==> src/gtbd_pkg.sv <==
`timescale 1ns / 1ps
// ----------------------------------------------------------------------------
// gtbd_pkg: shared types and constants for the graph traversal block
// Request layouts, action and status codes, controller/datapath links.
// ----------------------------------------------------------------------------
package gtbd_pkg;

    localparam int DEF_MAX_NODES  = 32;
    localparam int DEF_MAX_DEGREE = 8;
    localparam int NODE_W         = 5;
    localparam int CFG_IDX_W      = 1;
    localparam int CFG_DATA_W     = 6;

    localparam logic [CFG_IDX_W-1:0] REG_MODE  = 1'd0;
    localparam logic [CFG_IDX_W-1:0] REG_COUNT = 1'd1;

    localparam logic [1:0] ACT_ADD   = 2'd0;
    localparam logic [1:0] ACT_TRAV  = 2'd1;
    localparam logic [1:0] ACT_CLEAR = 2'd2;

    localparam logic [1:0] ST_VISIT = 2'd0;
    localparam logic [1:0] ST_OK    = 2'd1;
    localparam logic [1:0] ST_FULL  = 2'd2;
    localparam logic [1:0] ST_RANGE = 2'd3;

    typedef struct packed {
        logic [1:0]        action;
        logic [NODE_W-1:0] node_a;
        logic [NODE_W-1:0] node_b;
    } req_t;

    typedef struct packed {
        logic [NODE_W-1:0] visited_node;
        logic [1:0]        status;
        logic              last;
    } rsp_t;

    // controller -> datapath commands
    typedef struct packed {
        logic load;        // capture request
        logic clear;       // empty lists
        logic add_write;   // commit edge
        logic trav_init;   // clear marks, seed work list at start
        logic step_issue;  // read next neighbor slot (launch table read)
        logic step_eval;   // evaluate registered neighbor
        logic pop;         // dfs pop / bfs advance head
        logic emit_node;   // result carries a node
        logic out_load;    // load output register
        logic out_last;
        logic [1:0] out_status;
    } cmd_t;

    // datapath -> controller status
    typedef struct packed {
        logic [1:0] action;
        logic       range_err;
        logic       full_err;
        logic       have_slot;   // current node has unread neighbor
        logic       list_empty;  // no work left after the current node
        logic       take;        // evaluated neighbor is newly visited
        logic       out_busy;
    } stat_t;

endpackage

==> src/gtbd_datapath.sv <==
`timescale 1ns / 1ps
// ----------------------------------------------------------------------------
// gtbd_datapath: graph storage and traversal datapath
// Holds adjacency memory, degrees, visit marks, work list and output register.
// ----------------------------------------------------------------------------
module gtbd_datapath #(
    parameter int MAX_NODES  = gtbd_pkg::DEF_MAX_NODES,
    parameter int MAX_DEGREE = gtbd_pkg::DEF_MAX_DEGREE
) (
    input  logic                             clk,
    input  logic                             rst_n,
    input  gtbd_pkg::req_t                   req,
    input  logic                             cfg_we,
    input  logic [gtbd_pkg::CFG_IDX_W-1:0]   cfg_idx,
    input  logic [gtbd_pkg::CFG_DATA_W-1:0]  cfg_data,
    input  gtbd_pkg::cmd_t                   cmd,
    output gtbd_pkg::stat_t                  stat,
    input  logic                             out_stall,
    output logic                             out_valid,
    output gtbd_pkg::rsp_t                   rsp
);
    import gtbd_pkg::*;

    localparam int NW    = $clog2(MAX_NODES);
    localparam int DW    = (MAX_DEGREE > 1) ? $clog2(MAX_DEGREE) : 1;
    localparam int DCW   = $clog2(MAX_DEGREE + 1);
    localparam int CW    = $clog2(MAX_NODES + 1);
    localparam int AW    = NW + DW;
    localparam int SLOTS = 1 << DW;

    logic [NW-1:0]  nbr_mem [MAX_NODES*SLOTS];
    logic [NW-1:0]  wl_mem  [MAX_NODES];
    logic [DCW-1:0] sp_mem  [MAX_NODES];
    logic [DCW-1:0] deg_reg [MAX_NODES];
    logic [MAX_NODES-1:0] mark_reg;

    logic           mode_reg;
    logic [CW-1:0]  count_reg;
    req_t           req_reg;
    logic [CW-1:0]  head_reg, tail_reg;
    logic [NW-1:0]  cur_reg;       // node being expanded
    logic [DCW-1:0] pos_reg;       // its next slot
    logic [NW-1:0]  nb_reg;        // registered neighbor read
    logic [NW-1:0]  pend_node_reg; // latest visit, held until the next is known
    logic           out_valid_reg;
    rsp_t           rsp_reg;

    logic          bw_pend_reg;
    logic [AW-1:0] bw_addr_reg;
    logic [NW-1:0] bw_data_reg;
    logic [AW-1:0] rd_addr;

    logic [NW-1:0] a_n, b_n;
    logic [CW-1:0] cfg_v;
    logic          self_loop, a_full, b_full;

    assign a_n = req_reg.node_a[NW-1:0];
    assign b_n = req_reg.node_b[NW-1:0];
    assign self_loop = (req_reg.node_a == req_reg.node_b);
    assign a_full = self_loop
        ? (({1'b0, deg_reg[a_n]} + (DCW+1)'(2)) > (DCW+1)'(MAX_DEGREE))
        : (deg_reg[a_n] >= DCW'(MAX_DEGREE));
    assign b_full = (deg_reg[b_n] >= DCW'(MAX_DEGREE));

    always_comb
    begin
        cfg_v = (cfg_data > CFG_DATA_W'(MAX_NODES)) ? CW'(MAX_NODES)
              : (cfg_data == '0) ? CW'(1) : CW'(cfg_data);
    end

    assign stat.action    = req_reg.action;
    assign stat.range_err = (req_reg.action == ACT_TRAV)
        ? ({1'b0, req_reg.node_a} >= (NODE_W+1)'(count_reg))
        : ({1'b0, req_reg.node_a} >= (NODE_W+1)'(count_reg)
           || {1'b0, req_reg.node_b} >= (NODE_W+1)'(count_reg));
    assign stat.full_err  = a_full || b_full;
    assign stat.have_slot = (pos_reg < deg_reg[cur_reg]);
    assign stat.list_empty = mode_reg ? (tail_reg == CW'(1)) : (head_reg == tail_reg);
    assign stat.take = ({1'b0, nb_reg} < (NW+1)'(count_reg)) && !mark_reg[nb_reg]
                       && (tail_reg < CW'(MAX_NODES));
    assign stat.out_busy  = out_valid_reg && out_stall;

    always_ff @(posedge clk or negedge rst_n)
    begin
        if (!rst_n)
        begin
            mode_reg      <= 1'b0;
            count_reg     <= CW'(MAX_NODES);
            mark_reg      <= '0;
            head_reg      <= '0;
            tail_reg      <= '0;
            out_valid_reg <= 1'b0;
            for (int i = 0; i < MAX_NODES; i++)
                deg_reg[i] <= '0;
        end
        else
        begin
            if (cfg_we && cfg_idx == REG_MODE)
                mode_reg <= cfg_data[0];
            if (cfg_we && cfg_idx == REG_COUNT)
                count_reg <= cfg_v;
            if (cmd.out_load)
                out_valid_reg <= 1'b1;
            else if (out_valid_reg && !out_stall)
                out_valid_reg <= 1'b0;
            if (cmd.clear)
            begin
                mark_reg <= '0;
                head_reg <= '0;
                tail_reg <= '0;
                for (int i = 0; i < MAX_NODES; i++)
                    deg_reg[i] <= '0;
            end
            if (cmd.add_write)
            begin
                if (self_loop)
                    deg_reg[a_n] <= deg_reg[a_n] + DCW'(2);
                else
                begin
                    deg_reg[a_n] <= deg_reg[a_n] + DCW'(1);
                    deg_reg[b_n] <= deg_reg[b_n] + DCW'(1);
                end
            end
            if (cmd.trav_init)
            begin
                mark_reg <= {{(MAX_NODES-1){1'b0}}, 1'b1} << a_n;
                head_reg <= mode_reg ? '0 : CW'(1);
                tail_reg <= CW'(1);
            end
            if (cmd.step_eval && stat.take)
            begin
                mark_reg[nb_reg] <= 1'b1;
                tail_reg <= tail_reg + CW'(1);
            end
            if (cmd.pop)
            begin
                if (mode_reg)
                    tail_reg <= tail_reg - CW'(1);
                else
                    head_reg <= head_reg + CW'(1);
            end
        end
    end

    // adjacency memory: one write per cycle, so the second endpoint of an
    // edge is written on the cycle after the first
    assign rd_addr = {cur_reg, pos_reg[DW-1:0]};

    always_ff @(posedge clk)
    begin
        if (cmd.load)
            req_reg <= req;
        if (cmd.add_write)
        begin
            nbr_mem[{a_n, deg_reg[a_n][DW-1:0]}] <= b_n;
            bw_addr_reg <= self_loop ? {a_n, DW'(deg_reg[a_n] + DCW'(1))}
                                     : {b_n, deg_reg[b_n][DW-1:0]};
            bw_data_reg <= a_n;
        end
        if (bw_pend_reg)
            nbr_mem[bw_addr_reg] <= bw_data_reg;
        if (cmd.step_issue)
        begin
            nb_reg  <= nbr_mem[rd_addr];
            pos_reg <= pos_reg + DCW'(1);
        end
        if (cmd.trav_init)
        begin
            cur_reg       <= a_n;
            pos_reg       <= '0;
            pend_node_reg <= a_n;
            wl_mem[0]     <= a_n;
            sp_mem[0]     <= '0;
        end
        if (cmd.step_eval && stat.take)
        begin
            pend_node_reg <= nb_reg;
            wl_mem[tail_reg[NW-1:0]] <= nb_reg;
            if (mode_reg)
            begin
                sp_mem[tail_reg[NW-1:0] - NW'(1)] <= pos_reg;
                cur_reg <= nb_reg;
                pos_reg <= '0;
            end
        end
        if (cmd.pop)
        begin
            if (mode_reg)
            begin
                cur_reg <= wl_mem[tail_reg[NW-1:0] - NW'(2)];
                pos_reg <= sp_mem[tail_reg[NW-1:0] - NW'(2)];
            end
            else
            begin
                cur_reg <= wl_mem[head_reg[NW-1:0]];
                pos_reg <= '0;
            end
        end
        if (cmd.out_load)
        begin
            rsp_reg.visited_node <= cmd.emit_node ? NODE_W'(pend_node_reg) : '0;
            rsp_reg.status <= cmd.out_status;
            rsp_reg.last   <= cmd.out_last;
        end
    end

    always_ff @(posedge clk or negedge rst_n)
    begin
        if (!rst_n)
            bw_pend_reg <= 1'b0;
        else
            bw_pend_reg <= cmd.add_write;
    end

    assign out_valid = out_valid_reg;
    assign rsp       = rsp_reg;

endmodule

==> src/gtbd_ctrl.sv <==
`timescale 1ns / 1ps
// ----------------------------------------------------------------------------
// gtbd_ctrl: traversal sequencer
// Steps each request through decode, edge write and neighbor scan.
// ----------------------------------------------------------------------------
module gtbd_ctrl (
    input  logic            clk,
    input  logic            rst_n,
    input  logic            in_valid,
    output logic            in_stall,
    input  gtbd_pkg::stat_t stat,
    output gtbd_pkg::cmd_t  cmd
);
    import gtbd_pkg::*;

    localparam logic [2:0] S_IDLE   = 3'd0;
    localparam logic [2:0] S_DEC    = 3'd1;
    localparam logic [2:0] S_WB     = 3'd2;
    localparam logic [2:0] S_ISSUE  = 3'd3;
    localparam logic [2:0] S_EVAL   = 3'd4;
    localparam logic [2:0] S_POP    = 3'd5;

    logic [2:0] state_reg, state_next;

    assign in_stall = (state_reg != S_IDLE);

    always_comb
    begin
        cmd        = '0;
        state_next = state_reg;
        case (state_reg)
            S_IDLE:
            begin
                if (in_valid)
                begin
                    cmd.load   = 1'b1;
                    state_next = S_DEC;
                end
            end
            S_DEC:
            begin
                if (!stat.out_busy)
                begin
                    case (stat.action)
                        ACT_ADD:
                        begin
                            cmd.out_load   = 1'b1;
                            cmd.out_last   = 1'b1;
                            cmd.out_status = stat.range_err ? ST_RANGE
                                           : stat.full_err ? ST_FULL : ST_OK;
                            cmd.add_write  = !stat.range_err && !stat.full_err;
                            state_next     = cmd.add_write ? S_WB : S_IDLE;
                        end
                        ACT_CLEAR:
                        begin
                            cmd.clear      = 1'b1;
                            cmd.out_load   = 1'b1;
                            cmd.out_last   = 1'b1;
                            cmd.out_status = ST_OK;
                            state_next     = S_IDLE;
                        end
                        ACT_TRAV:
                        begin
                            if (stat.range_err)
                            begin
                                cmd.out_load   = 1'b1;
                                cmd.out_last   = 1'b1;
                                cmd.out_status = ST_RANGE;
                                state_next     = S_IDLE;
                            end
                            else
                            begin
                                cmd.trav_init = 1'b1;
                                state_next    = S_ISSUE;
                            end
                        end
                        default: state_next = S_IDLE;
                    endcase
                end
            end
            S_WB: state_next = S_IDLE;
            S_ISSUE:
            begin
                if (stat.have_slot)
                begin
                    cmd.step_issue = 1'b1;
                    state_next     = S_EVAL;
                end
                else
                    state_next = S_POP;
            end
            S_EVAL:
            begin
                // a new visit releases the held one as a non-final result
                if (!stat.out_busy)
                begin
                    cmd.step_eval  = 1'b1;
                    cmd.out_load   = stat.take;
                    cmd.emit_node  = 1'b1;
                    cmd.out_status = ST_VISIT;
                    state_next     = S_ISSUE;
                end
            end
            S_POP:
            begin
                if (!stat.list_empty)
                begin
                    cmd.pop    = 1'b1;
                    state_next = S_ISSUE;
                end
                else if (!stat.out_busy)
                begin
                    // no work left: the held visit is the final result
                    cmd.out_load   = 1'b1;
                    cmd.emit_node  = 1'b1;
                    cmd.out_last   = 1'b1;
                    cmd.out_status = ST_VISIT;
                    state_next     = S_IDLE;
                end
            end
            default: state_next = S_IDLE;
        endcase
    end

    always_ff @(posedge clk or negedge rst_n)
    begin
        if (!rst_n)
            state_reg <= S_IDLE;
        else
            state_reg <= state_next;
    end

endmodule

==> src/graph_traversal_bfs_dfs.sv <==
`timescale 1ns / 1ps
// ----------------------------------------------------------------------------
// graph_traversal_bfs_dfs: adjacency-list graph with BFS/DFS traversal
// Sequencer plus datapath; one request in flight at a time.
// ----------------------------------------------------------------------------
// channel | direction | handshake
// in      | input     | in_valid / in_stall, payload in_req
// out     | output    | out_valid / out_stall, payload out_rsp
// cfg     | input     | cfg_we, cfg_idx, cfg_data
//
// A request is taken only when the sequencer is idle. Add edge and clear hold
//   the input through the decode state, and a stored edge also through the
//   write-back state. A traversal issues and then evaluates each adjacency
//   slot of every visited node in turn, popping the work list between nodes.
// Reset: rst_n clears degrees, visit marks, mode (breadth-first) and node
//   count (MAX_NODES); adjacency contents are left as they are.
// Stalls: out_stall holds the output register; the sequencer waits before
//   loading the next result, so a stalled output stretches the request.
//
module graph_traversal_bfs_dfs #(
    parameter int MAX_NODES  = gtbd_pkg::DEF_MAX_NODES,
    parameter int MAX_DEGREE = gtbd_pkg::DEF_MAX_DEGREE
) (
    input  logic                            clk,
    input  logic                            rst_n,
    input  logic                            in_valid,
    output logic                            in_stall,
    input  gtbd_pkg::req_t                  in_req,
    output logic                            out_valid,
    input  logic                            out_stall,
    output gtbd_pkg::rsp_t                  out_rsp,
    input  logic                            cfg_we,
    input  logic [gtbd_pkg::CFG_IDX_W-1:0]  cfg_idx,
    input  logic [gtbd_pkg::CFG_DATA_W-1:0] cfg_data
);
    import gtbd_pkg::*;

    cmd_t  cmd;
    stat_t stat;

    gtbd_ctrl u_ctrl (
        .clk, .rst_n, .in_valid, .in_stall, .stat, .cmd
    );

    gtbd_datapath #(.MAX_NODES(MAX_NODES), .MAX_DEGREE(MAX_DEGREE)) u_dp (
        .clk, .rst_n, .req(in_req), .cfg_we, .cfg_idx, .cfg_data,
        .cmd, .stat, .out_stall, .out_valid, .rsp(out_rsp)
    );

    // hold a stalled result unchanged
    a_out_hold: assert property (@(posedge clk) disable iff (!rst_n)
        out_valid && out_stall |=> out_valid && $stable(out_rsp));

    // a presented result is fully defined
    a_out_known: assert property (@(posedge clk) disable iff (!rst_n)
        out_valid |-> !$isunknown(out_rsp));

    // an accepted request keeps the input stalled on the next cycle
    a_in_busy: assert property (@(posedge clk) disable iff (!rst_n)
        in_valid && !in_stall |=> in_stall);

endmodule
==> config.mk <==
export PLATFORM = sky130hd
export DESIGN_NAME = graph_traversal_bfs_dfs
export DESIGN_NICKNAME = d
export VERILOG_FILES = /design/src/gtbd_pkg.sv /design/src/gtbd_datapath.sv /design/src/gtbd_ctrl.sv /design/src/graph_traversal_bfs_dfs.sv
export SDC_FILE = /design/constraint.sdc
export NUM_CORES = 2
export LEC_CHECK = 0
export BUFFER_PORTS_ARGS = -buffer_cell sky130_fd_sc_hd__buf_2
export CELL_PAD_IN_SITES_DETAIL_PLACEMENT = 0
export CELL_PAD_IN_SITES_GLOBAL_PLACEMENT = 1
export CORE_ASPECT_RATIO = 0.8
export CORE_UTILIZATION = 30
export CTS_BUF_LIST = sky130_fd_sc_hd__clkbuf_2
export CTS_CLUSTER_SIZE = 25
export DETAILED_ROUTE_END_ITERATION = 8
export PLACE_DENSITY = 0.57
export SYNTH_ARGS = -nofsm -noshare
export SYNTH_HDL_FRONTEND = slang
export SYNTH_SLANG_ARGS = --single-unit
export TNS_END_PERCENT = 20
==> constraint.sdc <==
create_clock -name clk -period 5 [get_ports clk]
set_input_delay 1 -clock clk [delete_from_list [all_inputs] [get_ports clk]]
set_output_delay 1 -clock clk [all_outputs]
set_load 0.005 [all_outputs]
* Yosys cells after proc, flatten, opt, wreduce, memory -nomap -nowiden
Memories as Yosys holds them, arrays and structs flattened. A register that Yosys moved wholly into a read port is not among the register bits. Index checks and enable logic that the tools add are counted.
Operators by class: add/sub/neg operators 10, $lt $le $gt $ge 16, equal/unequal tests 13, shift operators 1, mux-type cells 110, bitwise gates (word level) 5, reductions and logical operators 26
Operators by type and width (count):
- 128-bit bitwise mux | 3
- 128-bit 2-to-1 mux | 3
- 32-bit 2-to-1 mux | 3
- 4-bit 2-to-1 mux | 17
- 6-bit 2-to-1 mux | 11
- 4-bit binary-select mux with 5-bit select | 3
- 5-bit 2-to-1 mux | 12
- 4-bit demux with 5-bit select | 2
- 1-bit 2-to-1 mux | 34
- 32-bit OR | 1
- 1-bit by 5-bit left shift with 32-bit output (first input constant) | 1
- 3-bit 2-to-1 mux | 7
- 6-bit >= comparator (second input constant) | 3
- 5-bit inverter with 6-bit output | 3
- 3-bit one-hot mux with 5 select lines | 1
- 4-bit by 1-bit adder with 4-bit output (second input constant) | 3
- 6-bit by 1-bit adder with 6-bit output (second input constant) | 2
- 5-bit by 6-bit >= comparator with 1-bit output | 2
- 6-bit by 1-bit less-than comparator with 1-bit output (second input constant) | 2
- 4-bit one-hot mux with 3 select lines | 1
- 1-bit logical AND | 11
- 2-bit 2-to-1 mux | 5
- 4-bit >= comparator (second input constant) | 2
- 8-bit 2-to-1 mux | 1
- other kinds (39) | 48
Word-level totals: register bits 231, RAM bits 1568, output and inout bits 10, word-level logic and storage cells 235, memories 3
Memory list:
- u_dp.nbr_mem | depth 256, bits a word 5, rd ports 1, clocked after memory_dff 1, wr ports 2, line gtbd_datapath.sv:31 | logic [NW-1:0] nbr_mem [MAX_NODES*SLOTS];
- u_dp.wl_mem | depth 32, bits a word 5, rd ports 2, clocked after memory_dff 0, wr ports 1, line gtbd_datapath.sv:32 | logic [NW-1:0] wl_mem [MAX_NODES];
- u_dp.sp_mem | depth 32, bits a word 4, rd ports 1, clocked after memory_dff 0, wr ports 1, line gtbd_datapath.sv:33 | logic [DCW-1:0] sp_mem [MAX_NODES];

* Longest topological paths before layout
depth in word-level cells 18, gate-level depth with buffers 22, depth with buffers taken out 13

* Modules after synthesis
Synthesis repeated with hierarchy kept, for this count alone.
Second synthesis, totals: cells, all modules 7050, area, all modules 97537.3 um^2
Modules (own cells, without submodules):
- gtbd_datapath | times used 1, cells each 6993, area each 97103.1 um^2, sequential area each 53087.2 um^2
- gtbd_ctrl | times used 1, cells each 57, area each 434.2 um^2, sequential area each 75.1 um^2

* Worst setup path before layout
No wires, ideal clock.
path kind flip-flop to flip-flop, start point register u_dp.req_reg (netlist bit u_dp.b_n[0]), end point memory u_dp.nbr_mem[216][0] in the netlist's numbering (enable), library setup time 0.374 ns, arrival 4.613 ns, required time 4.626 ns, slack 0.013 ns, stages on the path, launching flop included 21, period minus slack after synthesis 4.987 ns, path through edfxtp_1 -> buf_4 -> buf_4 -> buf_4 -> buf_2 -> inv_1 -> clkbuf_1 -> clkbuf_1 -> clkbuf_1 -> ha_1 -> nand2b_1 -> a21o_1 -> a21o_1 -> a211o_1 -> a211o_1 -> or3_1 -> buf_2 -> inv_6 -> nand4_2 -> clkbuf_1 -> o21ai_0
RTL lines:
- start, declared | line gtbd_datapath.sv:39 | req_t req_reg;
- start signal, assigned | line gtbd_datapath.sv:152 | req_reg <= req;
- end, declared | line gtbd_datapath.sv:31

==> flow_metrics.tcl <==
set metrics [dict create \
    grt_pass1_vias 69100 \
    totalWireLength_mm 368 \
    grt_max_degree 136 \
    cts-buffers-inserted 461 \
    layout_commonest_cell "edfxtp_1" \
    placed_area_mm2 0.103 \
    grt_overflow 0 \
    antenna_found_initial 21 \
    synth_async_sr_flop_share 0.102 \
    slowest_delay_ns 0.57 \
    p_int_mw 27.9 \
    netlist_area_mm2 0.0967 \
    finalCritPeriodShare 0.994 \
    syn-num-nets 7494 \
    gp_congestion 0.946 \
    area_growth_pct 11.5 \
    rows 186 \
    p_leak_nw 34.3 \
    fmax_mhz 201 \
    clock_path_buffers 4 \
    cts_tree "yes" \
    initialDrtViolationCount 8830 \
    clkLatencyLatePin_ns 1.87 \
    worstPathCellList "buf_12 -> mux4_2 -> a22oi_1 -> a21oi_1 -> a21oi_4 -> inv_1 -> ha_1 -> inv_1 -> or3_1 -> mux2i_1 -> buf_4 -> nor4_4 -> buf_4 -> nand3_2 -> buf_12 -> o22ai_1" \
    drc 0 \
    fp.dieW_um 637 \
    status "finished, final reports clean" \
    total_power_mw 45.6 \
    relSlewSlack 0.189 \
    min_path_type "in2async" \
    grt.total_usage 0.220 \
    yosys_register_bits 1804 \
    pwr-share-clk 0.228 \
    crit_path_start_kind "flip-flop" \
    final_cell_mix "1,611 x edfxtp_1, 1,008 x nand2_1, 838 x o21ai_0" \
    critPathKind "reg2reg" \
    rsz0062_at_grt "no" \
    drtAntennaViolNets 0 \
    cts.clk_slew.worst_paths_ns 0.16 \
    switchingPower_mw 17.7 \
    io_pins 34 \
    skew_ns 0.293 \
    finish.utilization 0.336 \
    yosysSeqAreaShare 0.550 \
    nFillCells 31500 \
    drive_gt1_frac 0.317 \
    cp_max_fo 25 \
    top_regs "u_dp.nbr_mem (1280), u_dp.wl_mem (160)" \
    grt_pass1_wl_mm 522 \
    hold_ws_ns 0.381 \
    root_buffer "clkbuf_2" \
    die_y_um 510 \
    synth_cell_types 79 \
    required_ns 6.28 \
    synth_edf_count 1611 \
    start_util 0.301 \
    yosysWarnings 0 \
    tns_ns 0 \
    maxCapViolCount 0 \
    syn_inst 7437 \
    finalHoldViolCount 0 \
    cts.sinks 1804 \
    largest_register_ffs 1280 \
    design_area_mm2 0.108 \
    vias 70800 \
    power-per-cell-area_mw_per_mm2 423 \
    slew_violations 0 \
    synthFlopType "edfxtp_1" \
    crit_path_top_delay_cell "mux4_2" \
    arrival_ns 6.25 \
    syn_area_per_cell_um2 13.0 \
    seqPwrFrac 0.411 \
    largest-register "u_dp.nbr_mem" \
    crit_buf_inv 6 \
    htreeDepth 5 \
    nets 7688 \
    vdd.ir_drop.worst_v 0.000297 \
    worst_pin_slew_ns 1.22 \
    switching_share 0.388 \
    viasPerCell 5.80 \
    fin_crit_ns 4.97 \
    dp_hpwl_mm 227 \
    pwr-share-comb 0.362 \
    cp-end-kind "flip-flop" \
    path_delay_family "compound AO/OA/AOI/OAI gates" \
    die_area_mm2 0.325 \
    setup_viol_count_final 0 \
    avgRoutedWirePerCell_um 30.1 \
    drtPass1Iterations 8 \
    coreArea_mm2 0.321 \
    io_buffers 33 \
]
[kinds of logic after synthesis]
| logic type | after synthesis | share of synthesized area |
|---|---|---|
| compound gates | 1626 | 0.0983 |
| xor+xnor | 27 | 0.00252 |
| fa+ha+maj | 33 | 0.00427 |
| buf+inv | 759 | 0.0313 |
| flops | 1804 | 0.550 |
| mux | 1384 | 0.235 |
| simple gates | 1804 | 0.0787 |
[final timing paths]
kind	start	to	slack [ns]	cells after the start
setup / recovery	u_dp.a_n[0]	u_dp.nbr_mem[213][4]	0.03	16
hold / removal	rst_n	u_dp.deg_reg[115]	0.38	4
setup reg to reg	u_dp.a_n[0]	u_dp.nbr_mem[213][4]	0.03	16
hold reg to reg	u_dp.mark_reg[23]	u_dp.mark_reg[23]	0.52	2
max in group asynchronous	rst_n	u_dp.deg_reg[6]	3.91	4
min in group clk	in_req[0]	u_dp.b_n[0]	0.42	3
[synthesized netlist by cell type, types with 20 or more instances]
master	n	area, µm²
nor2b_1	30	188
nand2_1	1016	3810
nand3_1	160	801
o211ai_1	38	285
clkbuf_1	595	2230
ha_1	33	413
buf_1	68	255
mux2_2	650	7320
o21ai_0	892	4460
buf_2	45	225
inv_1	24	90.1
nor3_1	44	220
nor2_1	395	1480
a21oi_1	181	906
o221ai_1	23	201
dfrtp_1	183	4580
nand2b_1	29	181
mux2i_1	90	901
and3_1	23	144
o22ai_1	193	1210
a22oi_1	73	548
edfxtp_1	1611	48400
mux4_2	644	14500
a31oi_1	68	425
nand4_1	24	150
and2_1	22	138
o22ai_2	20	250
[power groups by stage]
stage	logic [mW]	clock network [mW]	registers, mW
final	16.5	10.4	18.7
after CTS	16.2	10.6	18.7
after detailed placement	16.1	0	19.0
after floorplan	10.3	0	18.1
after global routing	17.1	11.3	18.8
after global placement	16.0	0	19.0
[worst register-to-register path: stages, from the launching register on]
cell,delay [ns]
edfxtp_1,0.43
buf_12,0.23
mux4_2,0.59
a22oi_1,0.40
a21oi_1,0.19
a21oi_4,0.23
inv_1,0.20
ha_1,0.32
inv_1,0.10
or3_1,0.12
mux2i_1,0.10
buf_4,0.17
nor4_4,0.25
buf_4,0.22
nand3_2,0.20
buf_12,0.25
o22ai_1,0.44
[stage by stage]
stage | std cells | setup WS, ns
global placement | 11300 | 0.218
finish | 12200 | 0.0292
CTS | 12200 | -0.00192
floorplan | 7437 | 0.0132
global route | 12200 | 0.0147
detailed placement | 11300 | 0.0842
[layout make-up]
cell class,count,area [µm²],area share
sequential,1804,53200,0.493
multi-input combinational,4874,40900,0.380
tap,4230,5290,0.0491
timing repair buffer,461,4230,0.0392
clock buffer,631,3160,0.0293
clock inverter,162,853,0.00792
inverter,29,134,0.00124
antenna,8,20.0,0.000186
[metal layers]
metal / vias up / routed length (µm) / GRT usage
met1: 36300 / 158000 / 0.313
li1: 29600 / - / -
met4: 8 / 11500 / 0.0709
met3: 695 / 38600 / 0.0556
met2: 4196 / 160000 / 0.328
met5: - / 58 / 0
[what timing repair did]
action                                  4_1_cts  5_1_grt
endpoints found under the setup margin       93      910
buffers inserted                              0        1
hold endpoints to repair                    240        0
hold buffers                                 53        0
gates resized for setup                      24       60
Note: power is estimated with default switching activity, not from simulation.
